**config.mk**
```make
export PLATFORM = sky130hd
export DESIGN_NAME = base64url_padded_encoder_top
export DESIGN_NICKNAME = d
export VERILOG_FILES = /design/src/design/b64u_pkg.sv /design/src/design/b64u_front.sv /design/src/design/b64u_fifo.sv /design/src/design/b64u_back.sv /design/src/design/base64url_padded_encoder_top.sv
export SDC_FILE = /design/constraint.sdc
export NUM_CORES = 1
export LEC_CHECK = 0
export ABC_CLOCK_PERIOD_IN_PS = 3500
export BUFFER_PORTS_ARGS = -buffer_cell sky130_fd_sc_hd__buf_4
export CAP_MARGIN = 20
export CORE_ASPECT_RATIO = 1.1
export CORE_MARGIN = 2
export CORE_UTILIZATION = 61
export DETAILED_ROUTE_END_ITERATION = 12
export PLACE_DENSITY = 0.89
export SYNTH_ARGS = -nofsm -noshare
export SYNTH_HDL_FRONTEND = slang
export SYNTH_SLANG_ARGS = --single-unit
```
**constraint.sdc**
```tcl
create_clock -name clk -period 3.5 [get_ports clk]
set_clock_uncertainty 0.05 [all_clocks]
set_input_delay 0.35 -clock clk [delete_from_list [all_inputs] [get_ports clk]]
set_output_delay 0.35 -clock clk [all_outputs]
set_load 0.05 [all_outputs]
```
**src/design/b64u_pkg.sv**
```systemverilog
// Package for the base64url padded encoder: payload structs, queue entry type,
// queue depth default and the 6-bit to ASCII alphabet mapping. No dependencies.
`timescale 1ns / 1ps
`default_nettype none

package b64u_pkg;

	// Input transaction payload
	typedef struct packed {
		logic [7:0] data_byte;
		logic       last_byte;
	} in_item_t;

	// Output transaction payload
	typedef struct packed {
		logic [7:0] char_out;
		logic       last_char;
	} out_item_t;

	// One closed group handed from front to back
	typedef struct packed {
		logic [23:0] group;
		logic [1:0]  nbytes;  // 1..3 real bytes in the group
		logic        last;
	} grp_t;

	// Back-end status seen by the top level
	typedef struct packed {
		logic       ent_vld;
		logic [1:0] out_idx;
	} bk_stat_t;

	localparam int B64U_QUEUE_DEPTH = 2;
	localparam logic [7:0] PAD_CHAR = 8'h3D;

	// Map a 6-bit group to the URL-safe alphabet
	function automatic logic [7:0] b64u_char(input logic [5:0] v);
		logic [7:0] c;
		if (v < 6'd26) begin
			c = 8'h41 + {2'b00, v};
		end else if (v < 6'd52) begin
			c = 8'h61 + {2'b00, v - 6'd26};
		end else if (v < 6'd62) begin
			c = 8'h30 + {2'b00, v - 6'd52};
		end else if (v == 6'd62) begin
			c = 8'h2D;
		end else begin
			c = 8'h5F;
		end
		return c;
	endfunction

endpackage

`default_nettype wire

```
**src/design/b64u_front.sv**
```systemverilog
// Front end of the base64url encoder: accepts bytes, keeps the open group and
// pushes each closed group into the queue. Depends on b64u_pkg.
`timescale 1ns / 1ps
`default_nettype none

module b64u_front
	import b64u_pkg::*;
(
	input  wire logic     clk,
	input  wire logic     arst_n,
	input  wire logic     src_valid,
	output logic          src_ready,
	input  wire in_item_t src_data,
	input  wire logic     q_full,
	output logic          q_push,
	output grp_t          q_wdata
);

	logic [15:0] pend_q;
	logic [1:0]  cnt_q;
	logic        accept;
	logic        close;

	assign src_ready = !q_full;
	assign accept    = src_valid && src_ready;
	// a count of three is treated like two
	assign close     = src_data.last_byte || cnt_q[1];
	assign q_push    = accept && close;

	// build the closed group, zero-filled
	always_comb begin
		q_wdata.last = src_data.last_byte;
		case (cnt_q)
			2'd0: begin
				q_wdata.group  = {src_data.data_byte, 16'h0000};
				q_wdata.nbytes = 2'd1;
			end
			2'd1: begin
				q_wdata.group  = {pend_q[15:8], src_data.data_byte, 8'h00};
				q_wdata.nbytes = 2'd2;
			end
			default: begin
				q_wdata.group  = {pend_q, src_data.data_byte};
				q_wdata.nbytes = 2'd3;
			end
		endcase
	end

	// hold pending bytes and advance the count
	always_ff @(posedge clk or negedge arst_n) begin
		if (!arst_n) begin
			cnt_q  <= 2'd0;
			pend_q <= 16'h0000;
		end else if (accept) begin
			if (close) begin
				cnt_q  <= 2'd0;
				pend_q <= 16'h0000;
			end else begin
				cnt_q <= cnt_q + 2'd1;
				if (cnt_q == 2'd0) begin
					pend_q <= {src_data.data_byte, 8'h00};
				end else begin
					pend_q <= {pend_q[15:8], src_data.data_byte};
				end
			end
		end
	end

endmodule

`default_nettype wire

```
**src/design/b64u_fifo.sv**
```systemverilog
// Small queue of closed groups between front and back of the encoder.
// Depends on b64u_pkg.
`timescale 1ns / 1ps
`default_nettype none

module b64u_fifo
	import b64u_pkg::*;
#(
	parameter int DEPTH = B64U_QUEUE_DEPTH
) (
	input  wire logic clk,
	input  wire logic arst_n,
	input  wire logic push,
	input  wire grp_t wdata,
	output logic      full,
	input  wire logic pop,
	output logic      rd_vld,
	output grp_t      rdata
);

	localparam int PTR_W = (DEPTH > 1) ? $clog2(DEPTH) : 1;
	localparam int CNT_W = $clog2(DEPTH + 1);

	grp_t             mem_q [DEPTH];
	logic [PTR_W-1:0] wr_ptr_q;
	logic [PTR_W-1:0] rd_ptr_q;
	logic [CNT_W-1:0] cnt_q;
	logic             do_push;
	logic             do_pop;

	assign full    = (cnt_q == CNT_W'(DEPTH));
	assign rd_vld  = (cnt_q != '0);
	assign rdata   = mem_q[rd_ptr_q];
	assign do_push = push && !full;
	assign do_pop  = pop && rd_vld;

	// store entries
	always_ff @(posedge clk) begin
		if (do_push) begin
			mem_q[wr_ptr_q] <= wdata;
		end
	end

	// advance pointers and count
	always_ff @(posedge clk or negedge arst_n) begin
		if (!arst_n) begin
			wr_ptr_q <= '0;
			rd_ptr_q <= '0;
			cnt_q    <= '0;
		end else begin
			if (do_push) begin
				wr_ptr_q <= (wr_ptr_q == PTR_W'(DEPTH - 1)) ? '0 : wr_ptr_q + 1'b1;
			end
			if (do_pop) begin
				rd_ptr_q <= (rd_ptr_q == PTR_W'(DEPTH - 1)) ? '0 : rd_ptr_q + 1'b1;
			end
			if (do_push && !do_pop) begin
				cnt_q <= cnt_q + 1'b1;
			end else if (do_pop && !do_push) begin
				cnt_q <= cnt_q - 1'b1;
			end
		end
	end

endmodule

`default_nettype wire

```
**src/design/b64u_back.sv**
```systemverilog
// Back end of the base64url encoder: takes one group from the queue and sends
// its four characters through a registered output stage. Depends on b64u_pkg.
`timescale 1ns / 1ps
`default_nettype none

module b64u_back
	import b64u_pkg::*;
(
	input  wire logic clk,
	input  wire logic arst_n,
	input  wire logic q_vld,
	input  wire grp_t q_rdata,
	output logic      q_pop,
	output logic      dst_valid,
	input  wire logic dst_ready,
	output out_item_t dst_data,
	output bk_stat_t  stat
);

	grp_t       ent_q;
	logic       ent_vld_q;
	logic [1:0] idx_q;
	logic       out_vld_q;
	out_item_t  out_q;
	logic [1:0] oidx_q;
	logic       load_out;
	logic       done_ent;
	logic [5:0] sext;
	out_item_t  nxt;

	assign load_out = ent_vld_q && (!out_vld_q || dst_ready);
	assign done_ent = load_out && (idx_q == 2'd3);
	assign q_pop    = q_vld && (!ent_vld_q || done_ent);

	// pick the 6-bit slice, most significant first
	always_comb begin
		case (idx_q)
			2'd0:    sext = ent_q.group[23:18];
			2'd1:    sext = ent_q.group[17:12];
			2'd2:    sext = ent_q.group[11:6];
			default: sext = ent_q.group[5:0];
		endcase
		nxt.char_out  = (idx_q > ent_q.nbytes) ? PAD_CHAR : b64u_char(sext);
		nxt.last_char = (idx_q == 2'd3) && ent_q.last;
	end

	// hold the current group and step through its characters
	always_ff @(posedge clk or negedge arst_n) begin
		if (!arst_n) begin
			ent_vld_q <= 1'b0;
			idx_q     <= 2'd0;
		end else if (q_pop) begin
			ent_vld_q <= 1'b1;
			idx_q     <= 2'd0;
		end else begin
			if (done_ent) begin
				ent_vld_q <= 1'b0;
			end
			if (load_out) begin
				idx_q <= idx_q + 2'd1;
			end
		end
	end

	always_ff @(posedge clk) begin
		if (q_pop) begin
			ent_q <= q_rdata;
		end
	end

	// output register
	always_ff @(posedge clk or negedge arst_n) begin
		if (!arst_n) begin
			out_vld_q <= 1'b0;
			oidx_q    <= 2'd0;
		end else if (load_out) begin
			out_vld_q <= 1'b1;
			oidx_q    <= idx_q;
		end else if (dst_ready) begin
			out_vld_q <= 1'b0;
		end
	end

	always_ff @(posedge clk) begin
		if (load_out) begin
			out_q <= nxt;
		end
	end

	assign dst_valid    = out_vld_q;
	assign dst_data     = out_q;
	assign stat.ent_vld = ent_vld_q;
	assign stat.out_idx = oidx_q;

endmodule

`default_nettype wire

```
**src/design/base64url_padded_encoder_top.sv**
```systemverilog
// Base64url encoder with padding: top level joining front end, group queue and
// back end. Depends on b64u_pkg, b64u_front, b64u_fifo, b64u_back.
//
// Usage:
//   src channel (src_valid/src_ready/src_data) takes one raw byte per
//   transaction, with last_byte marking the end of a message.
//   dst channel (dst_valid/dst_ready/dst_data) gives one ASCII character per
//   transaction; last_char marks the final character of a message.
//   Every third byte, or a byte with last_byte set, closes a group that yields
//   four characters; a one- or two-byte tail ends in "==" or "=".
// Path: a closing byte pushes its group into the queue; the back end takes the
//   group into its group register and loads each character into the output register.
// Throughput: the back end sends one character per cycle while a group is held
//   and the receiver is ready, four characters per group. Bytes that do not
//   close a group are also held off while the queue of QUEUE_DEPTH groups is
//   full; the queue absorbs bursts.
// Reset clears the pending group, the queue and the output stage.
// When the receiver stalls, the output register holds its character; the
// front keeps accepting bytes until the queue is full.
`timescale 1ns / 1ps
`default_nettype none

module base64url_padded_encoder_top
	import b64u_pkg::*;
#(
	parameter int QUEUE_DEPTH = B64U_QUEUE_DEPTH
) (
	input  wire logic     clk,
	input  wire logic     arst_n,
	input  wire logic     src_valid,
	output logic          src_ready,
	input  wire in_item_t src_data,
	output logic          dst_valid,
	input  wire logic     dst_ready,
	output out_item_t     dst_data
);

	logic     q_full;
	logic     q_push;
	grp_t     q_wdata;
	logic     q_pop;
	logic     q_vld;
	grp_t     q_rdata;
	bk_stat_t stat;

	b64u_front u_front (
		.clk       (clk),
		.arst_n    (arst_n),
		.src_valid (src_valid),
		.src_ready (src_ready),
		.src_data  (src_data),
		.q_full    (q_full),
		.q_push    (q_push),
		.q_wdata   (q_wdata)
	);

	b64u_fifo #(
		.DEPTH (QUEUE_DEPTH)
	) u_fifo (
		.clk    (clk),
		.arst_n (arst_n),
		.push   (q_push),
		.wdata  (q_wdata),
		.full   (q_full),
		.pop    (q_pop),
		.rd_vld (q_vld),
		.rdata  (q_rdata)
	);

	b64u_back u_back (
		.clk       (clk),
		.arst_n    (arst_n),
		.q_vld     (q_vld),
		.q_rdata   (q_rdata),
		.q_pop     (q_pop),
		.dst_valid (dst_valid),
		.dst_ready (dst_ready),
		.dst_data  (dst_data),
		.stat      (stat)
	);

`ifndef SYNTHESIS
	// a closed group is never pushed into a full queue
	a_no_overflow: assert property (@(posedge clk) disable iff (!arst_n)
		q_push |-> !q_full)
		else $error("group pushed into full queue");

	// the last-character flag only rides on the fourth character of a group
	a_last_pos: assert property (@(posedge clk) disable iff (!arst_n)
		(dst_valid && dst_data.last_char) |-> (stat.out_idx == 2'd3))
		else $error("last_char on wrong position");

	// padding only appears in the third or fourth position
	a_pad_pos: assert property (@(posedge clk) disable iff (!arst_n)
		(dst_valid && dst_data.char_out == PAD_CHAR) |-> stat.out_idx[1])
		else $error("padding in first or second position");

	// an idle back end picks up a waiting group in the next cycle
	a_pickup: assert property (@(posedge clk) disable iff (!arst_n)
		(q_vld && !stat.ent_vld) |=> stat.ent_vld)
		else $error("waiting group not picked up");
`endif

endmodule

`default_nettype wire
```
* Word level (Yosys, flattened, before mapping)
Memories as Yosys holds them, arrays and structs flattened. A register that Yosys moved wholly into a read port is not among the register bits.
Cells that the tools add are included.
** Cells by class
- Order comparisons :: 4
- Add/sub/neg operators :: 11
- Reduce and logical (&&, ||, !) cells :: 27
- Multiplexer cells :: 21
- Equality and inequality tests :: 6
** Operators with widths (count)
- $pmux W26 S2 :: 1
- $mux W16 :: 2
- $mux W8 :: 3
- $pmux W6 S3 :: 1
- $add A7 B6 Y8 const A :: 2
- $lt A6 B6 Y1 const B :: 2
- $reduce_bool A2 Y1 :: 6
- $logic_and A1 B1 Y1 :: 10
- $mux W2 :: 5
- $mux W1 :: 8
- $add A6 B6 Y7 const A :: 1
- $mux W7 :: 1
- $add A2 B1 Y2 const B :: 3
- $eq A2 B2 Y1 const B :: 3
- $eq A6 B6 Y1 const B :: 1
- $lt A6 B5 Y1 const B :: 1
- $sub A6 B5 Y6 const B :: 1
- $sub A6 B6 Y6 const B :: 1
- $logic_not A1 Y1 :: 5
- $eq A2 B1 Y1 const B :: 2
- $logic_not A2 Y1 :: 2
- $logic_or A1 B1 Y1 :: 3
- $add A1 B1 Y1 const B :: 2
- $gt A2 B2 Y1 :: 1
- 2 further kinds :: 2
** Word-level totals
- Bits of input ports :: 13
- Memories kept :: 1
- Register bits :: 35
- Output and inout bits :: 11
- Memory bits (writable) :: 54
** Memory list
- u_fifo.mem_q :: words 2, width 27, read ports 1, clocked after Yosys merged registers in 1, wr ports 1, RTL line b64u_fifo.sv:24 : grp_t mem_q [DEPTH];

* Logic depth before layout (Yosys ltp)
- Depth in word-level cells :: 10
- Mapped depth :: 11

* Hierarchy
Synthesis repeated with hierarchy kept, for this count alone.
** Unflattened totals
- Cell total of the unflattened synthesis :: 434
- Area total of the unflattened synthesis :: 5625.4 sq um
** Modules (own cells, without submodules)
- b64u_fifo :: cells each 103, seq. area each 1721.7 sq um, times used 1, area an instance 2248.4 sq um
- b64u_back :: cells each 186, seq. area each 1231.2 sq um, times used 1, area an instance 2213.4 sq um
- b64u_front :: cells each 145, seq. area each 450.4 sq um, times used 1, area an instance 1163.6 sq um

* Worst setup path after synthesis
No wires, ideal clock.
- Kind :: register to register
- Start point :: register u_fifo.cnt_q[0]
- End point :: memory u_fifo.mem_q[0][0] (netlist bit) (enable)
- Clock period less this slack :: 3.630 ns
- Path slack :: -0.130 ns
- Arrival time :: 3.135 ns
- Cell stages (with the launch flop) :: 5
- Cell sequence :: dfrtp_1 nand2b_1 nand2_1 clkbuf_1 nor3_1
** On the way
- Cells in the longest elaborated chain, start to end :: 7
** RTL lines
- start, declared :: RTL line b64u_fifo.sv:27 : logic [CNT_W-1:0] cnt_q;
- start signal, assigned :: RTL line b64u_fifo.sv:58 : cnt_q <= cnt_q + 1'b1;
- start signal, assigned :: RTL line b64u_fifo.sv:60 : cnt_q <= cnt_q - 1'b1;
- $eq A2 B2 Y1 * :: RTL line b64u_fifo.sv:31 : assign full = (cnt_q == CNT_W'(DEPTH));
- $logic_not A1 Y1 * :: RTL line b64u_front.sv:24 : assign src_ready = !q_full;
- net src_ready :: RTL line base64url_padded_encoder_top.sv:31 : output logic src_ready,
- $logic_and A1 B1 Y1 :: RTL line b64u_front.sv:25 : assign accept = src_valid && src_ready;
- $logic_and A1 B1 Y1 :: RTL line b64u_front.sv:28 : assign q_push = accept && close;
- $logic_and A1 B1 Y1 * :: RTL line b64u_fifo.sv:34 : assign do_push = push && !full;
- $mux W1 * :: RTL line b64u_fifo.sv:39 : if (do_push) begin
- $mux W1 (not written as such) * :: RTL line b64u_fifo.sv:40 : mem_q[wr_ptr_q] <= wdata;
- end, declared :: RTL line b64u_fifo.sv:24
Mark *: on every way through the listed nets, which the timed path passes. The rest lies on a longest branch.

* Final worst setup path
- Start point :: register u_back.idx_q[0]
- End point :: register u_back.out_q, in the netlist u_back.dst_data[4] (data pin)
** On the way
- Cells in the longest elaborated chain, start to end :: 7
** RTL lines
- start, declared :: RTL line b64u_back.sv:22 : logic [1:0] idx_q;
- start signal, assigned :: RTL line b64u_back.sv:60 : idx_q <= idx_q + 2'd1;
- $eq A2 B2 Y1 (tied with other cells) :: RTL line b64u_back.sv:37 : case (idx_q)
- $pmux W6 S3 :: RTL line b64u_back.sv:37
- $sub A6 B6 Y6 :: RTL line b64u_pkg.sv:44 : c = 8'h30 + {2'b00, v - 6'd52};
- $add A6 B6 Y7 :: RTL line b64u_pkg.sv:44
- $mux W8 :: RTL line b64u_pkg.sv:43 : end else if (v < 6'd62) begin
- $mux W8 :: RTL line b64u_pkg.sv:41 : end else if (v < 6'd52) begin
- $mux W8 :: RTL line b64u_pkg.sv:39 : if (v < 6'd26) begin
- end signal, assigned :: RTL line b64u_back.sv:86 : out_q <= nxt;
- end, declared :: RTL line b64u_back.sv:24 : out_item_t out_q;
Parallel ways exist; a longest one is shown, timed or not.
A chain may end at the register's enable or synchronous reset.

==> results <==
- The number of I/O port buffers is 23.
- The clock tree buffer depth is 2.
- The slew at the pin with the worst max-slew slack is 989 ps.
- After layout, the worst setup slack is 191 ps.
- Dividing the detail-routed wire length by the instance count gives 21.6 um.
- The first global-routing pass estimated 17300 um of wire.
- The placed instances occupy a cell area of 0.00556 mm2.
- The number of global-route vias before repair came to 3270.
- The number of pins with negative max-slew slack in the final report is 0.
- The internal reg-to-reg setup slack is 190 ps.
- The number of maximum-capacitance violations is 0.
- Once the floorplan was initialized, standard cells occupied 62.5% of the core.
- The class of the tightest hold or removal check is in -> reg.
- The CTS tree is yes.
- Setup repair after global routing left no endpoint under its margin.
- In this run the horizontal extent of the chip is 92.1 um.
- Summing every instance area after synthesis gives 0.00520 mm2.
- The number of nets still failing antenna checks after routing is 0.
- The relative max-transition margin is 33.5%.
- The flow ran to the end, and the final reports show no timing, DRC or antenna violations.
- The mean instance size in the synthesized netlist is 14.7 um2.
- The final cycle utilization of the critical path is 94.5%.
- The share of total power dissipated in combinational logic is 42.4%.
- The number of H-tree branching levels is 4.
- The clock insertion delay at the later pin of the skew report is 530 ps.
- Prior to clock tree synthesis, the placed netlist has a worst setup slack of 206 ps.
- Counting flops with an async set or reset pin after synthesis yields a share of 22.4%.
- The estimated wirelength of the detail-placed design is 6600 um.
- The number of design rule violations left after detail routing is 0.
- Cells with a size suffix above 1 make up 28.2% of the layout.
- After floorplanning, the core was sized to cover 0.00832 mm2.
- Ranked by total cell area, the synthesized netlist is headed by edfxtp_1, dfrtp_1, mux2_2.
- The count of TritonRoute iterations in the first routing pass is 5.
- The detailed router finished its first iteration with 306 violations.
- The total track usage is 25.6%.
- For this run, the top clock speed supported by timing is 302 MHz.
- The wire length after detailed routing is 11300 um.
- The power share of the sequential group is 33.0%.
- The finished layout cell area is 0.00619 mm2.
- The most critical setup path has its endpoint at u_back.dst_data[4].
- The area of the die is 0.00928 mm2.
- Entering global routing, the biggest net connects 32 pins.
- In this run the critical register-to-register path is launched from u_back.idx_q[0].
- The critical path is of the reg -> reg type.
- Counting distinct cell types in the post-synthesis netlist gives 52.
- The setup TNS is 0 ps.
- The kind of end point of the critical path is a flop.
- The total number of vias is 3294.
- The kind of start point of the critical path is a flop.
- The height of the die is 101 um.
- For this design, the sink count on the clock tree is 116.
- Measured in cells, the most critical reg-to-reg path has a length of 10.
- The internal power contribution is 4.21 mW.
- The sum of overflow across all layers after global routing is 0.
- The number of antenna diodes in the final layout is 0.
- Data arrives at the worst endpoint at 3480 ps.
- In this run, CTS created clock tree buffers numbering 17.
- The worst IR drop on VDD is 0.701 mV.
- The area growth from synthesis to layout is 18.9%.
- After detailed routing, the number of vias per cell comes to 6.30.
- The static leakage power is 2.37 nW.
- Clock tree synthesis selected as its root buffer the cell clkbuf_8.
- After clock tree synthesis, the clock-pin slew on the worst setup and hold paths is 60 ps.
- The number of enable flip-flop cells after synthesis is 90.
- The worst path in the final design needs a cycle of 3310 ps, including I/O delays and setup.
- The top-area cell type share of the netlist area is 51.9%.
- The hold violation count in the final report is 0.
- The number of register bits inferred by synthesis is 116.
- The primary flip-flop cell chosen by synthesis mapping is edfxtp_1.
- The proportion of total power due to net switching is 38.3%.
- The fraction of power consumed by the clock network is 24.5%.
- The net count reported at finish is 431.
- The count of boundary I/O pins is 24.
- The number of antenna violations at the first check in global routing is 0.
- The net count after synthesis is 386.
- The final weighted congestion in routability-driven placement is 0.939.
- The largest driver fanout on the critical path is 10.
- The initialized floorplan defines 35 standard-cell rows.
- Setup violations remaining at the end of the flow were counted as 0.
- The launch point of the worst path is u_back.idx_q[0].
- The end of the worst register-to-register path is u_back.dst_data[4].
- The power dissipated by switching net loads is 2.61 mW.
- Sequential cells were found to cover 64.5% of the synthesized design area.
- Synthesis produced a netlist whose cell count is 354.
- The largest area contributor in the netlist is edfxtp_1.
- The count of fill cells added during filler insertion is 495.
- The count of yosys warnings during synthesis is 0.
- In this run the power density over the cells is 1100 mW/mm2.
- For the worst setup path, the data required time is 3670 ps.
==> repair_timing <==
action / in CTS / in global routing
hold buffers: 1 / 0
buffers inserted: 0 / 2
setup endpoints to repair: 0 / 4
resized for setup: 0 / 2
endpoints found under the hold margin: 26 / 0
==> worst min path at each step <==
stage,from,end,slack [ps],cells past startpoint
after global placement,arst_n,u_fifo.wr_ptr_q,220,1
after floorplan,arst_n,u_back.dst_valid,4,0
after detailed placement,arst_n,u_fifo.wr_ptr_q,230,1
after CTS,src_data[0],u_fifo.mem_q[0][0],0.09,1
after global routing,src_data[0],u_fifo.mem_q[0][0],10,1
final,src_data[0],u_fifo.mem_q[1][0],20,1
==> cell families (layout without fill, tap and decap cells) <==
group | count (synthesis) | after routing | synth area share, %
adders and majority gates | 20 | 20 | 4.79
DFF | 116 | 116 | 64.5
AOI/OAI and AO/OA | 82 | 82 | 12.7
muxes | 34 | 34 | 7.60
and+or+nand+nor | 63 | 63 | 6.52
buffers and inverters | 28 | 86 | 2.09
xor gates and xnor gates | 11 | 11 | 1.85
==> state kept, by name (all words and copies together) (netlist names) <==
name              flops
u_back.dst_data       9
u_back.idx_q          2
u_fifo.cnt_q          2
u_back.ent_vld_q      1
u_back.dst_valid      1
u_fifo.mem_q         54
u_back.ent_q         27
u_front.cnt_q         2
u_fifo.wr_ptr_q       1
u_front.pend_q       16
u_fifo.rd_ptr_q       1
==> metrics by stage <==
stage	hold WS [ps]	util [%]	total power [mW]	instances
after global placement	221	66.8	4.87	487
after detailed placement	225	66.8	4.96	487
final	15.4	74.3	6.81	523
after CTS	0.0910	73.8	6.70	520
after floorplan	4.41	-	4.26	354
after global routing	12.7	74.3	7.13	523
==> layer usage <==
metal / track usage [%] / vias to the layer above / part of all wire [%]
met5: 0 / - / 0
met4: 11.6 / 0 / 2.3
met3: 5.83 / 24 / 5.2
met2: 45.8 / 155 / 54
met1: 29.4 / 1641 / 39
li1: - / 1474 / -
==> power groups by stage <==
| stage | clock network (mW) | logic, mW | registers [mW] |
|---|---|---|---|
| 2_1_floorplan | 0 | 1.89 | 2.37 |
| 3_3_place_gp | 0 | 2.60 | 2.28 |
| 3_5_place_dp | 0 | 2.67 | 2.30 |
| 4_1_cts | 1.67 | 2.73 | 2.29 |
| 5_1_grt | 1.73 | 3.12 | 2.28 |
| 6_report | 1.67 | 2.89 | 2.25 |
==> cell usage in the layout, fill, tap and decap left out, drive strengths merged, types with 5 or more instances in the layout <==
cell / n
a21oi: 11
inv: 20
a222oi: 6
buf: 35
and2: 11
xnor2: 6
nand2: 12
mux2i: 6
nor2: 11
o21ai: 13
xor2: 5
a22o: 33
nand2b: 6
clkbuf: 17
mux2: 28
clkinv: 9
nor3: 5
dfrtp: 26
edfxtp: 90
ha: 19
==> area by class of cell <==
cell class	instances	area (um2)	share of cell area [%]
Sequential cell	116	3350	54.2
Clock buffer	17	414	6.69
Tap cell	111	139	2.25
Multi-Input combinational cell	210	1760	28.5
Clock inverter	15	156	2.53
Inverter	18	70.1	1.13
Timing Repair Buffer	36	293	4.73
==> synthesized netlist by cell type, types with 2 or more instances <==
cell type	number
a211oi_1	2
a21oi_1	6
a21oi_2	4
a222oi_1	6
a22o_1	32
a31oi_1	2
and2_1	11
clkbuf_1	9
dfrtp_1	26
edfxtp_1	90
ha_1	19
inv_1	13
inv_2	3
mux2_2	28
mux2i_1	3
mux2i_2	2
nand2_1	12
nand2b_1	6
nand3_1	4
nand4_1	4
nor2_1	11
nor2b_1	4
nor3_1	4
nor4_1	2
o21a_1	3
o21ai_0	11
o21ai_1	2
o311ai_1	2
xnor2_1	6
xor2_1	5
==> critical path: stages (launching register included) <==
cell and delay [ps]:
dfrtp_1 420, inv_1 190, ha_1 390, a222oi_1 180
mux2i_4 320, inv_4 130, ha_2 250, o41ai_2 420
nor3_1 120, a2111oi_1 430, a32oi_1 100
Power figures use the tool's default switching activity.
